[src/hdl/prc_pkg.sv]
// Shared types, constants and helpers for the percentage ratio block.
package prc_pkg;

    localparam int unsigned DataW = 8;
    localparam int unsigned CntW  = 3;
    localparam int unsigned StW   = 3;

    localparam logic [DataW-1:0] SatValue  = 8'd255;
    localparam logic [DataW-1:0] SatLimit  = 8'd155;
    localparam logic [DataW-1:0] WholeStep = 8'd100;
    localparam logic [DataW-1:0] HalfScale = 8'd128;

    localparam logic [CntW-1:0] LastDivStep  = 3'd7;
    localparam logic [CntW-1:0] LastFracStep = 3'd6;

    // sequencer codes
    localparam logic [StW-1:0] StIdle  = 3'd0;
    localparam logic [StW-1:0] StDiv   = 3'd1;
    localparam logic [StW-1:0] StNorm  = 3'd2;
    localparam logic [StW-1:0] StFrac  = 3'd3;
    localparam logic [StW-1:0] StScale = 3'd4;
    localparam logic [StW-1:0] StWhole = 3'd5;

    typedef struct packed {
        logic             ge;
        logic [DataW-1:0] diff;
    } t_sub_res;

    // binary weight of each fraction step
    function automatic logic [DataW-1:0] frac_weight(input logic [CntW-1:0] idx);
        logic [DataW-1:0] w;
        unique case (idx)
            3'd0:    w = 8'd100;
            3'd1:    w = 8'd50;
            3'd2:    w = 8'd25;
            3'd3:    w = 8'd12;
            3'd4:    w = 8'd6;
            3'd5:    w = 8'd3;
            3'd6:    w = 8'd1;
            default: w = 8'd0;
        endcase
        return w;
    endfunction

endpackage

[src/hdl/percent_ratio_u8.sv]
// Top level: sequencer and datapath of the approximate percentage unit.
// From request to strobe: a zero divisor goes straight to the whole-unit stage; an exact
// quotient skips the fraction and scaling stages. Otherwise the order is 8 restoring division
// steps, normalisation, 7 fraction steps, scaling, the whole-unit stage and the strobe.
// Throughput: one request at a time; busy drops as the strobe rises, so the next may follow.
// Reset (synchronous, active low) returns the sequencer to idle, drops the strobe.
module percent_ratio_u8 (
    input  logic                      i_clk,
    input  logic                      i_rst_n,
    input  logic                      start,
    output logic                      busy,
    input  logic [prc_pkg::DataW-1:0] i_dividend,
    input  logic [prc_pkg::DataW-1:0] i_divisor,
    output logic                      o_valid,
    output logic [prc_pkg::DataW-1:0] o_percent
);

    // control state
    logic [prc_pkg::StW-1:0]   r_state, n_state;
    logic                      r_valid, n_valid;

    // payload state
    logic [prc_pkg::DataW-1:0] r_rem,   n_rem;    // remainder, later the fraction numerator
    logic [prc_pkg::DataW-1:0] r_den,   n_den;    // divisor, normalised in place
    logic [prc_pkg::DataW-1:0] r_quo,   n_quo;    // dividend bits in, quotient bits out
    logic [prc_pkg::DataW-1:0] r_frac,  n_frac;   // fraction sum, then running answer
    logic [prc_pkg::CntW-1:0]  r_cnt,   n_cnt;    // step counter for division and fraction
    logic [prc_pkg::CntW-1:0]  r_lzn,   n_lzn;    // shifts applied to the remainder
    logic [prc_pkg::CntW-1:0]  r_lzd,   n_lzd;    // shifts applied to the divisor
    logic [prc_pkg::DataW-1:0] r_pct,   n_pct;

    logic                      w_accept;
    logic [prc_pkg::DataW:0]   w_sub_a;
    prc_pkg::t_sub_res         w_sub;
    logic [prc_pkg::DataW:0]   w_shifted;
    logic [prc_pkg::DataW-1:0] w_num;
    logic [prc_pkg::CntW-1:0]  w_dshift;

    assign w_accept  = start && !busy;
    assign busy      = (r_state != prc_pkg::StIdle);
    assign o_valid   = r_valid;
    assign o_percent = r_pct;

    // Division brings down the next dividend bit; fraction steps compare the
    // normalised remainder directly.
    assign w_shifted = {r_rem, r_quo[prc_pkg::DataW-1]};
    assign w_sub_a   = (r_state == prc_pkg::StDiv) ? w_shifted : {1'b0, r_rem};
    assign w_dshift  = r_lzn - r_lzd;

    prc_sub u_sub (
        .i_a   (w_sub_a),
        .i_b   (r_den),
        .o_res (w_sub)
    );

    always_comb begin
        n_state = r_state;
        n_valid = 1'b0;
        n_rem   = r_rem;
        n_den   = r_den;
        n_quo   = r_quo;
        n_frac  = r_frac;
        n_cnt   = r_cnt;
        n_lzn   = r_lzn;
        n_lzd   = r_lzd;
        n_pct   = r_pct;
        w_num   = w_sub.ge ? w_sub.diff : r_rem;

        unique case (r_state)
            prc_pkg::StIdle: begin
                if (w_accept) begin
                    n_rem  = '0;
                    n_den  = i_divisor;
                    n_quo  = i_dividend;
                    n_frac = '0;
                    n_cnt  = '0;
                    n_lzn  = '0;
                    n_lzd  = '0;
                    if (i_divisor == '0) begin
                        // nothing to divide by: answer saturated, no whole units
                        n_frac  = prc_pkg::SatValue;
                        n_quo   = '0;
                        n_state = prc_pkg::StWhole;
                    end else begin
                        n_state = prc_pkg::StDiv;
                    end
                end
            end

            prc_pkg::StDiv: begin
                // restoring division, one quotient bit per cycle
                n_rem = w_sub.ge ? w_sub.diff : w_shifted[prc_pkg::DataW-1:0];
                n_quo = {r_quo[prc_pkg::DataW-2:0], w_sub.ge};
                n_cnt = r_cnt + 1'b1;
                if (r_cnt == prc_pkg::LastDivStep) begin
                    n_state = prc_pkg::StNorm;
                end
            end

            prc_pkg::StNorm: begin
                if (r_rem == '0) begin
                    // exact quotient: only whole units count
                    n_state = prc_pkg::StWhole;
                end else if (r_rem[prc_pkg::DataW-1] && r_den[prc_pkg::DataW-1]) begin
                    n_cnt   = '0;
                    n_state = prc_pkg::StFrac;
                end else begin
                    // advance both operands towards a set top bit together
                    if (!r_rem[prc_pkg::DataW-1]) begin
                        n_rem = {r_rem[prc_pkg::DataW-2:0], 1'b0};
                        n_lzn = r_lzn + 1'b1;
                    end
                    if (!r_den[prc_pkg::DataW-1]) begin
                        n_den = {r_den[prc_pkg::DataW-2:0], 1'b0};
                        n_lzd = r_lzd + 1'b1;
                    end
                end
            end

            prc_pkg::StFrac: begin
                if (w_sub.ge) begin
                    n_frac = r_frac + prc_pkg::frac_weight(r_cnt);
                end
                // keep the remainder large: shift it up, or else halve the divisor
                if (w_num < prc_pkg::HalfScale) begin
                    n_rem = {w_num[prc_pkg::DataW-2:0], 1'b0};
                end else begin
                    n_rem = w_num;
                    n_den = {1'b0, r_den[prc_pkg::DataW-1:1]};
                end
                n_cnt = r_cnt + 1'b1;
                if (r_cnt == prc_pkg::LastFracStep) begin
                    n_state = prc_pkg::StScale;
                end
            end

            prc_pkg::StScale: begin
                // undo the normalisation difference
                n_frac  = r_frac >> w_dshift;
                n_state = prc_pkg::StWhole;
            end

            prc_pkg::StWhole: begin
                // add 100 per whole unit; saturate before the sum can pass 255
                if (r_quo == '0) begin
                    n_pct   = r_frac;
                    n_valid = 1'b1;
                    n_state = prc_pkg::StIdle;
                end else if (r_frac > prc_pkg::SatLimit) begin
                    n_pct   = prc_pkg::SatValue;
                    n_valid = 1'b1;
                    n_state = prc_pkg::StIdle;
                end else begin
                    n_frac = r_frac + prc_pkg::WholeStep;
                    n_quo  = r_quo - 1'b1;
                end
            end

            default: begin
                n_state = prc_pkg::StIdle;
            end
        endcase
    end

    always_ff @(posedge i_clk) begin
        if (!i_rst_n) begin
            r_state <= prc_pkg::StIdle;
            r_valid <= 1'b0;
        end else begin
            r_state <= n_state;
            r_valid <= n_valid;
        end
    end

    always_ff @(posedge i_clk) begin
        r_rem  <= n_rem;
        r_den  <= n_den;
        r_quo  <= n_quo;
        r_frac <= n_frac;
        r_cnt  <= n_cnt;
        r_lzn  <= n_lzn;
        r_lzd  <= n_lzd;
        r_pct  <= n_pct;
    end

`ifndef ASSERT_OFF
    // an accepted request always holds the unit busy on the next cycle
    a_accept_busy: assert property (@(posedge i_clk) disable iff (!i_rst_n)
        w_accept |=> busy)
        else $error("request accepted but unit not busy");

    // the strobe comes only once the sequencer has returned to idle
    a_valid_idle: assert property (@(posedge i_clk) disable iff (!i_rst_n)
        o_valid |-> !busy)
        else $error("result strobe while still busy");

    // a zero divisor answers 255 right after the whole-unit state
    a_zero_div: assert property (@(posedge i_clk) disable iff (!i_rst_n)
        (w_accept && i_divisor == '0) |=> ##1 (o_valid && o_percent == prc_pkg::SatValue))
        else $error("zero divisor did not saturate");

    // the normalisation shift difference never goes negative
    a_shift_order: assert property (@(posedge i_clk) disable iff (!i_rst_n)
        (r_state == prc_pkg::StScale) |-> (r_lzn >= r_lzd))
        else $error("divisor shifted more than remainder");
`endif

endmodule

[src/hdl/prc_sub.sv]
// Shared compare-and-subtract unit used by the division and fraction steps.
module prc_sub (
    input  logic [prc_pkg::DataW:0]   i_a,
    input  logic [prc_pkg::DataW-1:0] i_b,
    output prc_pkg::t_sub_res         o_res
);

    logic [prc_pkg::DataW+1:0] w_diff;

    assign w_diff     = {1'b0, i_a} - {2'b00, i_b};
    assign o_res.ge   = ~w_diff[prc_pkg::DataW+1];
    assign o_res.diff = w_diff[prc_pkg::DataW-1:0];

endmodule

[config.mk]
export PLATFORM = sky130hd
export DESIGN_NAME = percent_ratio_u8
export DESIGN_NICKNAME = d
export VERILOG_FILES = /design/src/hdl/prc_pkg.sv /design/src/hdl/percent_ratio_u8.sv /design/src/hdl/prc_sub.sv
export SDC_FILE = /design/constraint.sdc
export NUM_CORES = 1
export LEC_CHECK = 0
export ABC_AREA = 0
export BUFFER_PORTS_ARGS = -buffer_cell sky130_fd_sc_hd__buf_2
export CAP_MARGIN = 0
export CELL_PAD_IN_SITES_DETAIL_PLACEMENT = 2
export CELL_PAD_IN_SITES_GLOBAL_PLACEMENT = 2
export CORE_MARGIN = 2
export CORE_UTILIZATION = 42
export DETAILED_ROUTE_END_ITERATION = 12
export PLACE_DENSITY = 0.92
export SLEW_MARGIN = 5
export SYNTH_ARGS = -nofsm -noshare
export SYNTH_HDL_FRONTEND = slang
export SYNTH_SLANG_ARGS = --single-unit
[constraint.sdc]
create_clock -name i_clk -period 11.1 [get_ports i_clk]
set_input_delay 2.775 -clock i_clk [delete_from_list [all_inputs] [get_ports i_clk]]
set_output_delay 2.775 -clock i_clk [all_outputs]
set_load 0.005 [all_outputs]
### Word-level counts from Yosys, hierarchy flattened

Index checks and enable logic that the tools add are counted.

* word-level logic and storage cells: 133
* output and inout bits: 10
* register bits after elaboration: 53
* bits of input ports: 19

* equal/unequal tests: 26
* add/subtract/negate cells: 8
* reduce and logical (&&, ||, !) cells: 29
* bitwise logic cells: 1
* shift operators: 1
* multiplexer cells: 54
* order comparisons: 2

Operator list (number)
* 8-bit 2-to-1 mux: 25
* 8-bit case mux with 4 select lines: 2
* 3-bit 2-to-1 mux: 17
* 7-bit case mux with 7 select lines: 1
* 8-bit case mux with 3 select lines: 2
* 5-bit AND reduction: 6
* 8-bit logical NOT: 3
* 2-bit inequality test (second input constant): 11
* 3-bit equality test (second input constant): 6
* 3-bit case mux with 6 select lines: 1
* 3-bit by 2-bit equality test with 1-bit output (second input constant): 4
* 3-bit case mux with 2 select lines: 2
* 4-bit AND reduction: 3
* 3-bit nonzero test: 4
* 9-bit by 8-bit subtractor with 10-bit output: 1
* 3-bit by 1-bit adder with 3-bit output (second input constant): 3
* 9-bit 2-to-1 mux: 1
* 3-bit case mux with 3 select lines: 1
* 8-bit by 7-bit adder with 8-bit output (second input constant): 1
* 8-bit adder: 1
* 8-bit > comparator (second input constant): 1
* 8-bit less-than comparator (second input constant): 1
* 4-bit nonzero test: 2
* 8-bit by 3-bit right shift with 8-bit output: 1
* 14 further kinds: 21

### Depth between registers and ports, before layout

* word-level depth: 8
* mapped depth: 16
* mapped depth without buffers: 13

### Modules after synthesis

From an unflattened synthesis, not the netlist that was laid out.

* cell total of the unflattened synthesis: 455
* area total of the unflattened synthesis: 4275.4 µm²

By module, submodules not included
* percent_ratio_u8: area an instance 3888.7 µm², sequential area each 1551.5 µm², times used 1, cells an instance 401
* prc_sub: area an instance 386.6 µm², sequential area each 0.0 µm², times used 1, cells an instance 54

### Least setup slack after synthesis

OpenSTA, ideal clock, no wires.

* kind: in2reg
* start point: in start
* end point: reg r_den[0] (netlist bit) (enable)
* path buffers: 0
* stages: 4
* arrival: 4342 ps
* library setup time: 412 ps
* required time: 10688 ps
* slack: 6345 ps
* cells stage by stage: nor2_1 > a21oi_1 > o21ai_1 > a2111oi_0

* cells in the longest elaborated chain, start to end: 3

Ends and longest elaborated chain
* start: declaration: RTL line percent_ratio_u8.sv:10 `input logic start,`
* 1-bit logical AND: RTL line percent_ratio_u8.sv:39 `assign w_accept = start && !busy;`
* 2-bit inequality test (no source line)
* 6-bit AND reduction (no source line)
* end signal: assignment: RTL line percent_ratio_u8.sv:177 `r_den <= n_den;`
* end: declaration: RTL line percent_ratio_u8.sv:24 `logic [prc_pkg::DataW-1:0] r_den, n_den;`

No other way between the ends.
A chain may end at the register's enable or synchronous reset.

### Final worst setup path

* start point: in i_divisor[3] (netlist bit)
* end point: reg r_frac[5] (netlist bit) (data pin)

* cells in the longest elaborated chain, start to end: 4

Ends and longest elaborated chain
* start: declaration: RTL line percent_ratio_u8.sv:13 `input logic [prc_pkg::DataW-1:0] i_divisor,`
* 8-bit logical NOT: RTL line percent_ratio_u8.sv:79 `if (i_divisor == '0) begin`
* 8-bit 2-to-1 mux: RTL line percent_ratio_u8.sv:79
* 8-bit 2-to-1 mux: RTL line percent_ratio_u8.sv:71 `if (w_accept) begin`
* 8-bit case mux with 4 select lines: RTL line percent_ratio_u8.sv:69 `unique case (r_state)`
* via n_frac (one bit): RTL line percent_ratio_u8.sv:26 `logic [prc_pkg::DataW-1:0] r_frac, n_frac;`
* end signal: assignment: RTL line percent_ratio_u8.sv:179 `r_frac <= n_frac;`
* end: declaration: RTL line percent_ratio_u8.sv:26

The timed path passes the listed nets, and every way through them passes these cells. The select of a mux whose other input is x is not followed.

==> impl_results.md <==
- Setup bufs post-CTS: 0
- Skew-Pair Late Insertion Delay: 0.32 ns
- Vias in the first global route: 3,894
- Fmax: 218.6 MHz
- CP Capture Type: flip-flop
- Crit path max fanout: 6
- CP Launch Type: primary input
- Synthesized instance count: 452
- Via density: 5.919
- Post-synth EDFFs: 49
- Initial DRC count: 129
- Syn Area/Cell: 9.080 µm²
- Core region area: 9639 µm²
- Worst-Margin Slew: 0.9798 ns
- Worst hold start: r_lzn[0]
- Nets@finish: 517
- Setup tns final: 0 ns
- GRT overflow: 0
- CTS root buf: clkbuf_8
- Ys async rst share: 0%
- Starting Density: 42.58%
- R2r endpoint: r_den[2]
- Worst reg-to-reg setup slack: 6.56 ns
- Relative slew slack: 33.99%
- Die Ht: 102.9 µm
- Yosys warnings: 0
- Wirelength per Cell: 21.48 µm
- Initial antenna violation count: 0
- Global-route wire length before repair: 20,520 µm
- Worst EP required: 11.23 ns
- Flops & latches, synth: 53
- Max Cap Violations: 0
- Vias: 3,563
- Mapped cell area: 4104 µm²
- Reg clk slew, reported paths: 0.11 ns
- Post-route ant nets: 0
- Total GRT Usage: 25.60%
- Layout cell share with drive strength beyond 1: 13.65%
- # clock sinks: 53
- Fin crit share: 41.22%
- Clock buffer depth: 2
- VDD IR max: 87.03 µV
- Num CTS Buffers: 5
- Post-CTS sizing: 0
- Setup violations, final: 0
- Tightest Hold Check Type: reg -> reg
- Hold Slack: 0.6204 ns
- Syn nets: 501
- Leakage: 1.788 nW
- Rows: 36
- Layout area overhead: 8.415%
- Synth Flop Type: edfxtp_1
- Tmin final: 4.575 ns
- Worst reg2reg path startpoint: r_state[1]
- # diodes: 0
- Synth unique cells: 62
- Residual DRC: 0
- RSZ-0062 raised after global routing: false
- Status: completed
- H-Tree Depth: 2
- Crit path kind: in -> reg
- Die Footprint: 10,580 µm²
- PD cells: 211.7 nW/µm²
- Post-DP HPWL: 9892 µm
- Hold-fix buffers, CTS: 0
- 1st-pass router iterations: 4
- Drt total wl: 12,930 µm
- Worst Hold Path Cells: 1
- CTS tree: yes
- Register area share after synthesis: 37.80%
- Die width: 102.9 µm
- WHS Endpoint: r_lzn[0]
- Critical Path AT: 4.71 ns
- GP Congestion: 0.8671
- Buffers on Ports: 28
- Largest net degree at the start of global routing: 38
- Worst r2r path cells: 12
- Max-slew violations: 0
- I/O pins: 29
- Final clock skew: 0.01376 ns
- Hold Fails Final Rpt: 0
-- registers in the layout, summed over array words and instances (netlist names) --
register	flops
r_den	8
o_valid	1
r_frac	8
r_rem	8
r_cnt	3
r_state	3
r_lzd	3
r_quo	8
r_lzn	3
o_percent	8
-- critical path, stage by stage --
cell	delay, ns
buf_2	0.11
nor4_1	0.73
nand2_1	0.28
or3_1	0.51
o21ai_0	0.11
a21oi_1	0.06
o21ai_0	0.13
-- worst max path at each step --
stage / to / startpoint
global route: r_den[0] / r_state[0]
floorplan: r_den[0] / start
finish: r_frac[5] / i_divisor[3]
CTS: r_frac[5] / i_divisor[3]
global placement: r_frac[3] / i_divisor[3]
detailed placement: r_frac[5] / i_divisor[3]
-- cell usage in the layout, fill, tap and decap left out, drive strengths merged, types with 3 or more instances in the layout --
| cell type | count |
|---|---|
| nor2 | 52 |
| nand2 | 50 |
| edfxtp | 49 |
| buf | 31 |
| a21oi | 30 |
| ha | 27 |
| o21ai | 26 |
| inv | 25 |
| xnor2 | 20 |
| mux2 | 12 |
| a22oi | 11 |
| nand3 | 8 |
| o211ai | 8 |
| or2 | 8 |
| a21o | 7 |
| mux2i | 7 |
| a221oi | 7 |
| nor2b | 6 |
| nor3 | 6 |
| nand2b | 5 |
| a31oi | 5 |
| clkbuf | 5 |
| xor2 | 4 |
| o2111ai | 4 |
| and3 | 4 |
| dfxtp | 4 |
| and2 | 4 |
| or3 | 3 |
| nor4 | 3 |
| a211oi | 3 |
| fa | 3 |
| o22ai | 3 |
| a21boi | 3 |
-- kinds of logic (layout without fill, tap and decap cells) --
family	count (synthesis)	in the layout	synth area share [%]
AOI/OAI and AO/OA	123	123	20.18
adders and majority gates	30	30	9.695
buffers and inverters	47	64	4.725
DFF	53	53	37.80
muxes	19	19	5.000
and+or+nand+nor	156	156	17.47
xor gates and xnor gates	24	24	5.122
-- synth_stat cells (3+ instances only) --
master	number	share of area, %
dfxtp_1	4	2.0
o21ai_0	23	2.8
nor3_1	6	0.73
nand2_1	49	4.5
or3_1	3	0.46
a211oi_1	3	0.55
and2_1	3	0.46
fa_1	3	1.5
inv_1	24	2.2
a21oi_1	29	3.5
nand3_1	8	0.98
nor2_1	52	4.8
o21ai_1	3	0.37
o2111ai_1	4	0.85
nor2b_1	6	0.91
ha_1	27	8.2
o211ai_1	8	1.5
nand2b_1	5	0.76
a22oi_1	11	2.0
clkbuf_1	15	1.4
a31oi_1	5	0.76
and3_1	4	0.61
or2_2	7	1.1
nor4_1	3	0.46
a21o_1	7	1.3
mux2i_1	7	1.7
mux2_2	12	3.3
xnor2_1	20	4.3
edfxtp_1	49	36
xor2_1	4	0.85
a221oi_1	6	1.3
-- metal layers --
layer  routed length [µm]  vias up  global-route usage [%]
li1                     -     1673                       -
met1                 5312     1801                   29.59
met2                 7029       66                   48.47
met3                  309       23                   3.458
met4                  279        0                   8.502
met5                    0        -                       0
-- cell type report --
type	instances	area (µm²)
multi-input cells	352	2360
fillers	1098	5190
inverters	25	93.84
well taps	133	166.4
repair buffers	31	162.7
clock buffers	5	68.82
clock inverters	3	46.29
flip-flops and latches	53	1551
-- report_power, final --
group	switching (mW)	total (mW)	leakage (nW)	internal, mW
Sequential	0.0514	0.320	0.543	0.269
Clock	0.0743	0.142	0.0543	0.0678
Combinational	0.291	0.480	1.19	0.189
Total	0.417	0.942	1.79	0.525
-- through the flow --
step	instance area (µm²)	utilization, %	cells	worst slack [ns]	total power, mW
floorplan	4104	-	452	6.346	0.6552
global placement	4334	44.96	594	6.480	0.7536
detailed placement	4334	44.96	594	6.233	0.7932
CTS	4449	46.16	602	6.545	0.9407
global route	4449	46.16	602	6.221	1.004
finish	4449	46.16	602	6.525	0.9420
(Power assumes the default switching activity.)
